**config.mk**
```make
export PLATFORM = sky130hd
export DESIGN_NAME = array_list_with_rotate_unit_flat
export DESIGN_NICKNAME = d
export VERILOG_FILES = /design/src/alr_pkg.sv /design/src/alr_req_if.sv /design/src/alr_rsp_if.sv /design/src/alr_modu.sv /design/src/array_list_with_rotate_unit.sv /design/src/flat_wrapper.sv
export SDC_FILE = /design/constraint.sdc
export NUM_CORES = 2
export LEC_CHECK = 0
export ABC_AREA = 1
export BUFFER_PORTS_ARGS = -buffer_cell sky130_fd_sc_hd__buf_2
export CAP_MARGIN = 5
export CORE_ASPECT_RATIO = 0.9
export CORE_MARGIN = 2
export CORE_UTILIZATION = 30
export CTS_BUF_LIST = sky130_fd_sc_hd__clkbuf_2
export DETAILED_ROUTE_END_ITERATION = 16
export RECOVER_POWER = 25
export REMOVE_ABC_BUFFERS = 1
export SLEW_MARGIN = 10
export SYNTH_ARGS = -nofsm -noshare
export SYNTH_HDL_FRONTEND = slang
export SYNTH_SLANG_ARGS = --single-unit
```
**constraint.sdc**
```tcl
create_clock -name clk_i -period 14.2 [get_ports clk_i]
set_input_delay 1.42 -clock clk_i [delete_from_list [all_inputs] [get_ports clk_i]]
set_output_delay 1.42 -clock clk_i [all_outputs]
set_load 0.05 [all_outputs]
```
**src/alr_pkg.sv**
```systemverilog
// Shared widths, request codes and status codes for the array list block.
`default_nettype none
package alr_pkg;

  // Fixed field widths of the request and response items
  localparam int unsigned REQ_W = 3;
  localparam int unsigned POS_W = 6;
  localparam int unsigned VAL_W = 32;
  localparam int unsigned AMT_W = 16;
  localparam int unsigned ST_W  = 2;

  // Default sizing
  localparam int unsigned CAPACITY_DEF   = 64;
  localparam int unsigned DATA_WIDTH_DEF = 32;

  // Request codes
  localparam logic [REQ_W-1:0] REQ_APPEND = 3'd0;
  localparam logic [REQ_W-1:0] REQ_REMOVE = 3'd1;
  localparam logic [REQ_W-1:0] REQ_READ   = 3'd2;
  localparam logic [REQ_W-1:0] REQ_UPDATE = 3'd3;
  localparam logic [REQ_W-1:0] REQ_ROTL   = 3'd4;
  localparam logic [REQ_W-1:0] REQ_ROTR   = 3'd5;
  localparam logic [REQ_W-1:0] REQ_DUMP   = 3'd6;

  // Response status codes
  localparam logic [ST_W-1:0] ST_OK    = 2'd0;
  localparam logic [ST_W-1:0] ST_INDEX = 2'd1;
  localparam logic [ST_W-1:0] ST_FULL  = 2'd2;

endpackage
`default_nettype wire

```
**src/alr_req_if.sv**
```systemverilog
// Request channel: valid/ready handshake with the request item.
`default_nettype none
interface alr_req_if;
  logic                              valid;
  logic                              ready;
  logic        [alr_pkg::REQ_W-1:0]  req_type;
  logic        [alr_pkg::POS_W-1:0]  position;
  logic signed [alr_pkg::VAL_W-1:0]  value_in;
  logic        [alr_pkg::AMT_W-1:0]  shift_amount;

  modport source (output valid, req_type, position, value_in, shift_amount, input ready);
  modport sink   (input valid, req_type, position, value_in, shift_amount, output ready);
endinterface
`default_nettype wire

```
**src/alr_rsp_if.sv**
```systemverilog
// Response channel: valid/ready handshake with the result item.
`default_nettype none
interface alr_rsp_if;
  logic                              valid;
  logic                              ready;
  logic        [alr_pkg::ST_W-1:0]   status;
  logic signed [alr_pkg::VAL_W-1:0]  value_out;
  logic                              last_item;

  modport source (output valid, status, value_out, last_item, input ready);
  modport sink   (input valid, status, value_out, last_item, output ready);
endinterface
`default_nettype wire

```
**src/alr_modu.sv**
```systemverilog
// Bit-serial restoring modulo unit: remainder of the rotate amount by the count.
`default_nettype none
module alr_modu #(
  parameter int unsigned CNT_W = 7
) (
  input  wire logic                        clk_i,
  input  wire logic                        rst_ni,
  input  wire logic                        start_i,
  input  wire logic [alr_pkg::AMT_W-1:0]   dividend_i,
  input  wire logic [CNT_W-1:0]            divisor_i,
  output logic                             done_o,
  output logic      [CNT_W-1:0]            rem_o
);

  localparam int unsigned ITER_W = $clog2(alr_pkg::AMT_W + 1);

  logic                        run_q, run_d;
  logic [ITER_W-1:0]           iter_q, iter_d;
  logic [alr_pkg::AMT_W-1:0]   dvd_q, dvd_d;
  logic [CNT_W-1:0]            dvs_q, dvs_d;
  logic [CNT_W:0]              rem_q, rem_d;
  logic [CNT_W:0]              trial;

  // One quotient bit per cycle
  always_comb begin
    run_d  = run_q;
    iter_d = iter_q;
    dvd_d  = dvd_q;
    dvs_d  = dvs_q;
    rem_d  = rem_q;
    trial  = {rem_q[CNT_W-1:0], dvd_q[alr_pkg::AMT_W-1]};
    if (start_i) begin
      run_d  = 1'b1;
      iter_d = ITER_W'(alr_pkg::AMT_W);
      dvd_d  = dividend_i;
      dvs_d  = divisor_i;
      rem_d  = '0;
    end else if (run_q) begin
      if (iter_q == '0) begin
        run_d = 1'b0;
      end else begin
        rem_d  = (trial >= {1'b0, dvs_q}) ? (trial - {1'b0, dvs_q}) : trial;
        dvd_d  = {dvd_q[alr_pkg::AMT_W-2:0], 1'b0};
        iter_d = iter_q - 1'b1;
      end
    end
  end

  always_ff @(posedge clk_i or negedge rst_ni) begin
    if (!rst_ni) begin
      run_q  <= 1'b0;
      iter_q <= '0;
    end else begin
      run_q  <= run_d;
      iter_q <= iter_d;
    end
  end

  always_ff @(posedge clk_i) begin
    dvd_q <= dvd_d;
    dvs_q <= dvs_d;
    rem_q <= rem_d;
  end

  assign done_o = run_q && (iter_q == '0);
  assign rem_o  = rem_q[CNT_W-1:0];

  ap_done_clean: assert property (@(posedge clk_i) disable iff (!rst_ni)
    done_o |-> (rem_q < {1'b0, dvs_q}))
    else $error("modulo remainder not below divisor");

endmodule
`default_nettype wire

```
**src/array_list_with_rotate_unit.sv**
```systemverilog
// Steps: append and update write during decode; read issues one memory read; remove reads and
//   writes each later entry; rotate runs the modulo unit, then one read and one write per entry;
//   dump reads each entry in turn; each result also waits for the response register to drain.
// Throughput: one request at a time; the single list memory port pair sets the per-entry cost.
// Reset: list empty, halt cleared, response register empty; list memory contents undefined,
//   no clearing pass, usable the cycle after reset.
`default_nettype none
module array_list_with_rotate_unit #(
  parameter int unsigned CAPACITY   = alr_pkg::CAPACITY_DEF,
  parameter int unsigned DATA_WIDTH = alr_pkg::DATA_WIDTH_DEF
) (
  input  wire logic clk_i,
  input  wire logic rst_ni,
  alr_req_if.sink   req_i,
  alr_rsp_if.source rsp_o
);

  localparam int unsigned IDX_W = $clog2(CAPACITY);
  localparam int unsigned CNT_W = $clog2(CAPACITY + 1);
  localparam int unsigned MEM_AW = IDX_W + 1;
  localparam int unsigned MEM_D  = 2 ** MEM_AW;

  // Sequencer states
  localparam logic [3:0] S_IDLE     = 4'd0;
  localparam logic [3:0] S_DECODE   = 4'd1;
  localparam logic [3:0] S_DUMP_RD  = 4'd2;
  localparam logic [3:0] S_DUMP_OUT = 4'd3;
  localparam logic [3:0] S_READ_OUT = 4'd4;
  localparam logic [3:0] S_STAT_OUT = 4'd5;
  localparam logic [3:0] S_RM_RD    = 4'd6;
  localparam logic [3:0] S_RM_WR    = 4'd7;
  localparam logic [3:0] S_MOD      = 4'd8;
  localparam logic [3:0] S_ROT_RD   = 4'd9;
  localparam logic [3:0] S_ROT_WR   = 4'd10;

  logic [3:0]                       state_q, state_d;
  logic [CNT_W-1:0]                 count_q, count_d;
  logic                             halted_q, halted_d;
  logic                             bank_q, bank_d;
  logic [CNT_W-1:0]                 idx_q, idx_d;
  logic [CNT_W-1:0]                 src_q, src_d;
  logic [alr_pkg::ST_W-1:0]         stat_q, stat_d;

  // Latched request
  logic [alr_pkg::REQ_W-1:0]        req_q;
  logic [alr_pkg::POS_W-1:0]        pos_q;
  logic signed [alr_pkg::VAL_W-1:0] val_q;
  logic [alr_pkg::AMT_W-1:0]        amt_q;

  // Response register
  logic                             out_vld_q, out_vld_d;
  logic [alr_pkg::ST_W-1:0]         out_st_q, out_st_d;
  logic signed [alr_pkg::VAL_W-1:0] out_val_q, out_val_d;
  logic                             out_last_q, out_last_d;
  logic                             slot_free;

  // List memory, two banks so a rotation copies into the idle bank
  logic [DATA_WIDTH-1:0]            mem [MEM_D];
  logic [MEM_AW-1:0]                raddr_q, raddr_d;
  logic [MEM_AW-1:0]                waddr;
  logic [DATA_WIDTH-1:0]            wdata;
  logic                             we;
  logic [DATA_WIDTH-1:0]            rdata_q;

  logic                             mod_start;
  logic                             mod_done;
  logic [CNT_W-1:0]                 mod_rem;

  logic                             accept;
  logic                             pos_bad;
  logic                             last_src;
  logic [CNT_W:0]                   idx_inc;

  alr_modu #(
    .CNT_W (CNT_W)
  ) u_modu (
    .clk_i      (clk_i),
    .rst_ni     (rst_ni),
    .start_i    (mod_start),
    .dividend_i (amt_q),
    .divisor_i  (count_q),
    .done_o     (mod_done),
    .rem_o      (mod_rem)
  );

  assign accept    = req_i.valid && req_i.ready;
  assign slot_free = !out_vld_q || rsp_o.ready;
  assign pos_bad   = (8'(pos_q) >= 8'(count_q));
  assign idx_inc   = {1'b0, idx_q} + 1'b1;
  assign last_src  = ({1'b0, src_q} + 1'b1) == {1'b0, count_q};

  // Sequencer
  always_comb begin
    state_d    = state_q;
    count_d    = count_q;
    halted_d   = halted_q;
    bank_d     = bank_q;
    idx_d      = idx_q;
    src_d      = src_q;
    stat_d     = stat_q;
    raddr_d    = raddr_q;
    we         = 1'b0;
    waddr      = {bank_q, idx_q[IDX_W-1:0]};
    wdata      = rdata_q;
    mod_start  = 1'b0;
    out_vld_d  = out_vld_q && !rsp_o.ready;
    out_st_d   = out_st_q;
    out_val_d  = out_val_q;
    out_last_d = out_last_q;

    unique case (state_q)
      S_IDLE: begin
        if (accept) begin
          state_d = S_DECODE;
        end
      end

      S_DECODE: begin
        state_d = S_IDLE;
        if (req_q == alr_pkg::REQ_DUMP) begin
          if (count_q != '0) begin
            idx_d   = '0;
            state_d = S_DUMP_RD;
          end
        end else if (!halted_q) begin
          unique case (req_q)
            alr_pkg::REQ_APPEND: begin
              if (count_q == CNT_W'(CAPACITY)) begin
                stat_d  = alr_pkg::ST_FULL;
                state_d = S_STAT_OUT;
              end else begin
                we      = 1'b1;
                waddr   = {bank_q, count_q[IDX_W-1:0]};
                wdata   = DATA_WIDTH'(val_q);
                count_d = count_q + 1'b1;
              end
            end
            alr_pkg::REQ_REMOVE, alr_pkg::REQ_READ, alr_pkg::REQ_UPDATE: begin
              if (pos_bad) begin
                halted_d = 1'b1;
                stat_d   = alr_pkg::ST_INDEX;
                state_d  = S_STAT_OUT;
              end else if (req_q == alr_pkg::REQ_REMOVE) begin
                idx_d   = CNT_W'(pos_q);
                state_d = S_RM_RD;
              end else if (req_q == alr_pkg::REQ_READ) begin
                raddr_d = {bank_q, pos_q[IDX_W-1:0]};
                state_d = S_READ_OUT;
              end else begin
                we    = 1'b1;
                waddr = {bank_q, pos_q[IDX_W-1:0]};
                wdata = DATA_WIDTH'(val_q);
              end
            end
            alr_pkg::REQ_ROTL, alr_pkg::REQ_ROTR: begin
              if (count_q != '0) begin
                mod_start = 1'b1;
                state_d   = S_MOD;
              end
            end
            default: begin
              state_d = S_IDLE;
            end
          endcase
        end
      end

      // Dump: one read, then one result per entry
      S_DUMP_RD: begin
        raddr_d = {bank_q, idx_q[IDX_W-1:0]};
        src_d   = idx_q;
        state_d = S_DUMP_OUT;
      end

      S_DUMP_OUT: begin
        if (slot_free) begin
          out_vld_d  = 1'b1;
          out_st_d   = alr_pkg::ST_OK;
          out_val_d  = alr_pkg::VAL_W'($signed(rdata_q));
          out_last_d = last_src;
          if (last_src) begin
            state_d = S_IDLE;
          end else begin
            idx_d   = idx_q + 1'b1;
            state_d = S_DUMP_RD;
          end
        end
      end

      S_READ_OUT: begin
        if (slot_free) begin
          out_vld_d  = 1'b1;
          out_st_d   = alr_pkg::ST_OK;
          out_val_d  = alr_pkg::VAL_W'($signed(rdata_q));
          out_last_d = 1'b1;
          state_d    = S_IDLE;
        end
      end

      S_STAT_OUT: begin
        if (slot_free) begin
          out_vld_d  = 1'b1;
          out_st_d   = stat_q;
          out_val_d  = '0;
          out_last_d = 1'b1;
          state_d    = S_IDLE;
        end
      end

      // Remove: shift later entries down one place
      S_RM_RD: begin
        if (idx_inc < {1'b0, count_q}) begin
          raddr_d = {bank_q, idx_inc[IDX_W-1:0]};
          state_d = S_RM_WR;
        end else begin
          count_d = count_q - 1'b1;
          state_d = S_IDLE;
        end
      end

      S_RM_WR: begin
        we      = 1'b1;
        waddr   = {bank_q, idx_q[IDX_W-1:0]};
        wdata   = rdata_q;
        idx_d   = idx_q + 1'b1;
        state_d = S_RM_RD;
      end

      // Rotate: start source at amount mod count, right turns become left by count - k
      S_MOD: begin
        if (mod_done) begin
          if (req_q == alr_pkg::REQ_ROTR && mod_rem != '0) begin
            src_d = count_q - mod_rem;
          end else begin
            src_d = mod_rem;
          end
          idx_d   = '0;
          state_d = S_ROT_RD;
        end
      end

      S_ROT_RD: begin
        raddr_d = {bank_q, src_q[IDX_W-1:0]};
        state_d = S_ROT_WR;
      end

      S_ROT_WR: begin
        we      = 1'b1;
        waddr   = {!bank_q, idx_q[IDX_W-1:0]};
        wdata   = rdata_q;
        src_d   = last_src ? '0 : (src_q + 1'b1);
        idx_d   = idx_q + 1'b1;
        if (idx_inc == {1'b0, count_q}) begin
          bank_d  = !bank_q;
          state_d = S_IDLE;
        end else begin
          state_d = S_ROT_RD;
        end
      end

      default: begin
        state_d = S_IDLE;
      end
    endcase
  end

  // Control registers
  always_ff @(posedge clk_i or negedge rst_ni) begin
    if (!rst_ni) begin
      state_q   <= S_IDLE;
      count_q   <= '0;
      halted_q  <= 1'b0;
      bank_q    <= 1'b0;
      out_vld_q <= 1'b0;
    end else begin
      state_q   <= state_d;
      count_q   <= count_d;
      halted_q  <= halted_d;
      bank_q    <= bank_d;
      out_vld_q <= out_vld_d;
    end
  end

  // Payload registers
  always_ff @(posedge clk_i) begin
    idx_q      <= idx_d;
    src_q      <= src_d;
    stat_q     <= stat_d;
    raddr_q    <= raddr_d;
    out_st_q   <= out_st_d;
    out_val_q  <= out_val_d;
    out_last_q <= out_last_d;
    if (accept) begin
      req_q <= req_i.req_type;
      pos_q <= req_i.position;
      val_q <= req_i.value_in;
      amt_q <= req_i.shift_amount;
    end
  end

  // List memory: one write port, one registered read port
  always_ff @(posedge clk_i) begin
    if (we) begin
      mem[waddr] <= wdata;
    end
    rdata_q <= mem[raddr_d];
  end

  assign req_i.ready     = (state_q == S_IDLE);
  assign rsp_o.valid     = out_vld_q;
  assign rsp_o.status    = out_st_q;
  assign rsp_o.value_out = out_val_q;
  assign rsp_o.last_item = out_last_q;

  ap_count_bound: assert property (@(posedge clk_i) disable iff (!rst_ni)
    count_q <= CNT_W'(CAPACITY))
    else $error("list count beyond capacity");

  ap_halt_sticky: assert property (@(posedge clk_i) disable iff (!rst_ni)
    halted_q |=> halted_q)
    else $error("halt flag cleared");

  ap_mod_in_state: assert property (@(posedge clk_i) disable iff (!rst_ni)
    mod_done |-> (state_q == S_MOD))
    else $error("modulo result outside rotate setup");

  ap_rot_index: assert property (@(posedge clk_i) disable iff (!rst_ni)
    (state_q == S_ROT_WR) |-> (idx_q < count_q && src_q < count_q))
    else $error("rotate index beyond count");

endmodule
`default_nettype wire

```
**src/flat_wrapper.sv**
```systemverilog
// flat-port wrapper written by rule: the top's interface ports become plain ports
module array_list_with_rotate_unit_flat 
#(
  parameter int unsigned CAPACITY   = alr_pkg::CAPACITY_DEF,
  parameter int unsigned DATA_WIDTH = alr_pkg::DATA_WIDTH_DEF
)
  (clk_i, rst_ni, req_i_valid, req_i_req_type, req_i_position, req_i_value_in, req_i_shift_amount, req_i_ready, rsp_o_valid, rsp_o_status, rsp_o_value_out, rsp_o_last_item, rsp_o_ready);
  alr_req_if req_i_i ();
  alr_rsp_if rsp_o_i ();
  input  wire logic clk_i;
  input  wire logic rst_ni;
  input wire logic [$bits(req_i_i.valid)-1:0] req_i_valid;
  input wire logic [$bits(req_i_i.req_type)-1:0] req_i_req_type;
  input wire logic [$bits(req_i_i.position)-1:0] req_i_position;
  input wire logic [$bits(req_i_i.value_in)-1:0] req_i_value_in;
  input wire logic [$bits(req_i_i.shift_amount)-1:0] req_i_shift_amount;
  output wire logic [$bits(req_i_i.ready)-1:0] req_i_ready;
  output wire logic [$bits(rsp_o_i.valid)-1:0] rsp_o_valid;
  output wire logic [$bits(rsp_o_i.status)-1:0] rsp_o_status;
  output wire logic [$bits(rsp_o_i.value_out)-1:0] rsp_o_value_out;
  output wire logic [$bits(rsp_o_i.last_item)-1:0] rsp_o_last_item;
  input wire logic [$bits(rsp_o_i.ready)-1:0] rsp_o_ready;
  assign req_i_i.valid = req_i_valid;
  assign req_i_i.req_type = req_i_req_type;
  assign req_i_i.position = req_i_position;
  assign req_i_i.value_in = req_i_value_in;
  assign req_i_i.shift_amount = req_i_shift_amount;
  assign req_i_ready = req_i_i.ready;
  assign rsp_o_valid = rsp_o_i.valid;
  assign rsp_o_status = rsp_o_i.status;
  assign rsp_o_value_out = rsp_o_i.value_out;
  assign rsp_o_last_item = rsp_o_i.last_item;
  assign rsp_o_i.ready = rsp_o_ready;
  array_list_with_rotate_unit #(.CAPACITY(CAPACITY), .DATA_WIDTH(DATA_WIDTH)) u_core (.clk_i(clk_i), .rst_ni(rst_ni), .req_i(req_i_i), .rsp_o(rsp_o_i));
endmodule
```
# Word level (Yosys, flattened, before mapping)

Memory sizes are Yosys's and may differ from the RTL's. A register that Yosys moved wholly into a read port is not among the register bits.
Cells that the tools add are included.

$add $sub $neg: 9
Order comparisons: 3
Equal/unequal tests: 39
Muxes and demuxes: 103
Bitwise logic cells: 3
Reduce and logical (&&, ||, !) cells: 37

Operator list:

| cell                  | number |
|---|---|
| $mux W32              | 9 |
| $mux W7               | 25 |
| $pmux W32 S2          | 2 |
| $pmux W7 S4           | 2 |
| $mux W16              | 3 |
| $mux W4               | 10 |
| $pmux W4 S10          | 1 |
| $mux W6               | 6 |
| $pmux W7 S2           | 2 |
| $mux W1               | 23 |
| $add A7 B1 Y7 const B | 3 |
| $pmux W7 S3           | 1 |
| $add A7 B1 Y8 const B | 2 |
| $eq A4 B3 Y1 const B  | 4 |
| $eq A8 B7 Y1          | 2 |
| $ne A2 B1 Y1 const B  | 8 |
| $mux W5               | 3 |
| $ne A2 B2 Y1 const B  | 7 |
| $reduce_bool A7 Y1    | 2 |
| $sub A7 B7 Y7         | 2 |
| $eq A4 B4 Y1 const B  | 3 |
| $mux W2               | 6 |
| $pmux W4 S3           | 1 |
| $pmux W6 S2           | 1 |
| other kinds (34)      | 66 |

Bits in registers: 165
Memory bits (writable): 4,096
Bits of input ports: 61
Output and inout port bits: 37
Word-level logic and storage cells: 216
Memories kept: 1

Memory list:

| name       | words | bits a word | read ports | clocked after memory_dff | wr ports | line                              | text |
|---|---|---|---|---|---|---|---|
| u_core.mem | 128   | 32          | 1          | 1                        | 1        | array_list_with_rotate_unit.sv:58 | `logic [DATA_WIDTH-1:0] mem [MEM_D];` |

# Longest topological paths before layout

Word-level depth: 10
Depth in mapped cells: 29
Depth with buffers taken out: 26

# Cells and area by module

From an unflattened synthesis, not the netlist that was laid out.

Cells, all modules: 14,494
Area total of the unflattened synthesis: 175,697.3 sq um

By module, submodules not included:

| module                      | instances | cells each | area each (sq um) | seq. area each (sq um) |
|---|---|---|---|---|
| array_list_with_rotate_unit | 1         | 14,280     | 173,796.7         | 127,372.2 |
| alr_modu                    | 1         | 214        | 1,900.6           | 980.9 |

# Least setup slack after synthesis

OpenSTA, ideal clock, no wires.

Path type: register -> register
Start point: register u_core.count_q[5]
End point: memory u_core.mem[0][0] (netlist bit) (data pin)
Setup time: 1,198 ps
Arrival time: 6,899 ps
Data required time: 13,002 ps
Path slack: 6,103 ps
Cell stages (with the launch flop): 13
Path buffers: 2
Clock period less this slack: 8,097 ps
Cell sequence: dfrtp_1 -> inv_1 -> ha_1 -> inv_1 -> nor3_1 -> nand2_1 -> nand2_1 -> o21ai_1 -> o21ai_1 -> nor2_1 -> clkbuf_1 -> clkbuf_1 -> o21ai_0

Word-level cells in the longest chain between the ends: 6
Elaborated cells between the ends (all ways): 8
Classes of those cells: 1 x order compare; 1 x eq/ne; 6 x mux

RTL lines:

| item                                                | line                                                                   | text |
|---|---|---|
| start: declaration                                  | array_list_with_rotate_unit.sv:37                                      | `logic [CNT_W-1:0] count_q, count_d;` |
| start signal: assignment                            | array_list_with_rotate_unit.sv:277                                     | `count_q <= count_d;` |
| $ge A6 B7 Y1 / $eq A7 B7 Y1 (equally long branches) | array_list_with_rotate_unit.sv:88, array_list_with_rotate_unit.sv:128  |  |
| $mux W32 (on tied branches)                         | array_list_with_rotate_unit.sv:139, array_list_with_rotate_unit.sv:128 |  |
| $pmux W32 S2 (*)                                    | array_list_with_rotate_unit.sv:126                                     | `unique case (req_q)` |
| $mux W32 (*)                                        | array_list_with_rotate_unit.sv:125                                     | `end else if (!halted_q) begin` |
| $mux W32 (*)                                        | array_list_with_rotate_unit.sv:120                                     | `if (req_q == alr_pkg::REQ_DUMP) begin` |
| $mux W32 (*)                                        | array_list_with_rotate_unit.sv:111                                     | `unique case (state_q)` |
| net u_core.wdata[0]                                 | array_list_with_rotate_unit.sv:61                                      | `logic [DATA_WIDTH-1:0] wdata;` |
| end: declaration                                    | array_list_with_rotate_unit.sv:58                                      |  |

The timed path passes the listed nets; every way through them passes the cells marked *.

# Worst setup path after layout

Start point: register u_core.count_q[1]
End point: memory u_core.mem[24][10] (netlist bit) (data pin)

Same word-level chain as after synthesis.

==> flow_metrics.tcl <==
set metrics [dict create \
    crit_top_cell "nand2_1" \
    slew_headroom -2.92 \
    post_cts_resized 0 \
    die_w_microns 811 \
    worst_path_largest_cell_delay_ns 2.71 \
    synth_area_sq_um 176000 \
    std_cell_rows 266 \
    cts_inserted_buffers 1113 \
    start_util 0.301 \
    wire_per_inst_microns 24.1 \
    track_usage 0.186 \
    syn_avg_cell_area_sq_um 12.1 \
    syn_inst 14500 \
    netlist.area_leader.share 0.722 \
    drive_gt1_frac 0.136 \
    design.core.area_sq_um 583000 \
    hold_ws_ns 0.374 \
    viasPerCell 5.32 \
    critPathTopFamily "buffers and inverters" \
    fin_crit_sh 0.763 \
    cp-start-kind "flip-flop" \
    ys_seq_area_frac 0.730 \
    io_buffers 97 \
    dieArea_sq_um 592000 \
    worstMarginPinSlew_ns 5.82 \
    setup-violations-final 0 \
    ctsRootBufferMaster "clkbuf_2" \
    ys_types 54 \
    synth_seq_cells 4293 \
    die_h_microns 730 \
    grt_max_degree 187 \
    gr-total-overflow 0 \
    cts-htree-levels 7 \
    synth-edff-count 4227 \
    rsz0062_at_grt "no" \
    clk_pin_slew_ns 0.10 \
    endpoint_kind "flip-flop" \
    io_pins 98 \
    drv_slew 2271 \
    status "finished with violations" \
    crit_slowest_cell "clkbuf_1" \
    yosys.area.top_type "edfxtp_1" \
    synth_warnings 0 \
    grt_pass1_wl_mm 817 \
    routed_wl_mm 568 \
    violations "capacitance limit, slew limit" \
    num-nets-final 15200 \
    async_reset_ff_frac 0.00466 \
    utilization 0.335 \
    cts_sinks 4293 \
    cts_tree "built" \
    firstDrtPassIters 9 \
    drtIter0Drc 17700 \
    finClkSkew_ns 0.294 \
    yosysMostFrequentCell "nand3_1" \
    cap_violations 46 \
    path_max_fanout 69 \
    via_count 125000 \
    worst-path-buf-inv 4 \
    crit_chain "inv_1 > ha_1 > nand2_1 > inv_1 > nand2_1 > nand2_1 > nand2_1 > nand2_1 > o21ai_0 > o21ai_0 > nor2_1 > clkbuf_1 > nand2_1 > o21ai_0 > clkbuf_1" \
    fin_crit_ns 10.84 \
    hold_path_class "input port to flip-flop" \
    max_freq_mhz 92.3 \
    area_growth_pct 11.1 \
    antenna_found_initial 40 \
    clk_path_buf_depth 5 \
    clk_latency_ns 2.46 \
    dp_hpwl_mm 293 \
    crit_arrival_ns 12.28 \
    synth_top_flop_cell "edfxtp_1" \
    netlist_top_cells_count "nand3_1 (5722), edfxtp_1 (4227), nand2_1 (2656)" \
    postCtsSetupRepairBufs 0 \
    grt_pass1_vias 119000 \
    critPathRequiredTime_ns 15.64 \
    ant_nets 0 \
    hold_buffers 136 \
    final_hold_viol_count 0 \
    yosys-top-cells-area "edfxtp_1 (72%), nand3_1 (16%), nand2_1 (5.7%)" \
    fin_area_sq_um 195000 \
    crit_type "flip-flop to flip-flop" \
    place_congestion 0.859 \
    drc_errors 0 \
    placed_area_sq_um 185000 \
]
registers in the layout (all words and copies together), names as in the netlist, 2 cells and up:
signal,cells
u_core.count_q,7
u_core.rsp_o.value_out,32
u_core.u_modu.dvs_q,7
u_core.raddr_q,7
u_core.mem,4096
u_core.idx_q,7
u_core.req_q,3
u_core.stat_q,2
u_core.src_q,7
u_core.u_modu.rem_q,7
u_core.rsp_o.status,2
u_core.pos_q,6
u_core.u_modu.iter_q,5
u_core.rdata_q,32
u_core.amt_q,16
u_core.val_q,32
u_core.u_modu.dvd_q,16
u_core.state_q,4
layout make-up:
cell class | count | area [sq um]
fillers | 57800 | 388000
clock inverters | 225 | 1080
inverters | 181 | 701
repair buffers | 584 | 4680
clock buffers | 1556 | 7790
flip-flops and latches | 4293 | 128000
well taps | 7772 | 9720
diodes | 28 | 70.1
multi-input cells | 8904 | 42800
worst reg2reg max path, cell delays in order, from the launching register on:
cell and delay (ns):
dfrtp_1 0.50, inv_1 0.22, ha_1 0.32, nand2_1 0.06
inv_1 0.03, nand2_1 0.04, nand2_1 0.06, nand2_1 0.08
nand2_1 0.10, o21ai_0 0.16, o21ai_0 0.18, nor2_1 0.44
clkbuf_1 2.36, nand2_1 0.78, o21ai_0 1.79, clkbuf_1 2.72
path summary, 6_finish.rpt:
kind | cells past startpoint | slack, ns | start | to
min reg2reg | 2 | 0.50 | u_core.rdata_q[1] | u_core.rsp_o.value_out[1]
min in group asynchronous | 3 | 0.46 | rst_ni | u_core.bank_q
max in group asynchronous | 3 | 12.96 | rst_ni | u_core.u_modu.iter_q[4]
min | 3 | 0.37 | req_i_shift_amount[10] | u_core.amt_q[10]
max | 15 | 3.36 | u_core.count_q[1] | u_core.mem[24][10]
max reg2reg | 15 | 3.36 | u_core.count_q[1] | u_core.mem[24][10]
per-layer routing:
| layer | up-vias | part of all wire | global-route usage | wire length, microns |
|---|---|---|---|---|
| li1 | 54800 | - | - | - |
| met5 | - | 0.00013 | 0 | 74 |
| met2 | 7518 | 0.45 | 0.287 | 257000 |
| met1 | 61900 | 0.40 | 0.248 | 225000 |
| met4 | 10 | 0.044 | 0.0837 | 24900 |
| met3 | 1023 | 0.11 | 0.0452 | 61500 |
layout by cell type, fill, tap and decap left out, drive strengths merged, types with 7 or more instances in the layout:
cell | synthesis | final
dlygate4sd3 | 0 | 136
nor3 | 12 | 12
xor2 | 18 | 18
nand2 | 2662 | 2662
edfxtp | 4227 | 4227
nor2 | 245 | 245
o22ai | 19 | 19
inv | 179 | 189
diode | 0 | 28
xnor2 | 9 | 9
a21oi | 41 | 41
bufinv | 0 | 8
buf | 757 | 363
dfrtp | 20 | 20
o211ai | 7 | 7
ha | 35 | 35
clkbuf | 349 | 1641
clkinv | 2 | 208
dfxtp | 46 | 46
nand4 | 8 | 8
nand3 | 5722 | 5722
o21ai | 84 | 84
cells by family (layout without fill, tap and decap cells):
family	after synthesis	count (layout)	synth area share
and+or+nand+nor	8659	8659	0.226
DFF	4293	4293	0.730
buffers and inverters	1287	2546	0.0331
AOI/OAI and AO/OA	180	180	0.00598
adders and majority gates	38	38	0.00283
xor gates and xnor gates	27	27	0.00135
other	0	28	0
per-stage QoR:
step | setup TNS (ns) | setup slack, ns | instances
5_1_grt | 0 | 2.90 | 23500
2_1_floorplan | -3212.63 | -96.68 | 13400
6_report | 0 | 3.36 | 23500
4_1_cts | 0 | 6.37 | 23500
3_3_place_gp | 0 | 6.41 | 21600
3_5_place_dp | 0 | 6.41 | 21600
Power is not shown: default switching activity piles up to over one toggle a cycle in this logic, so the estimate is an artifact.
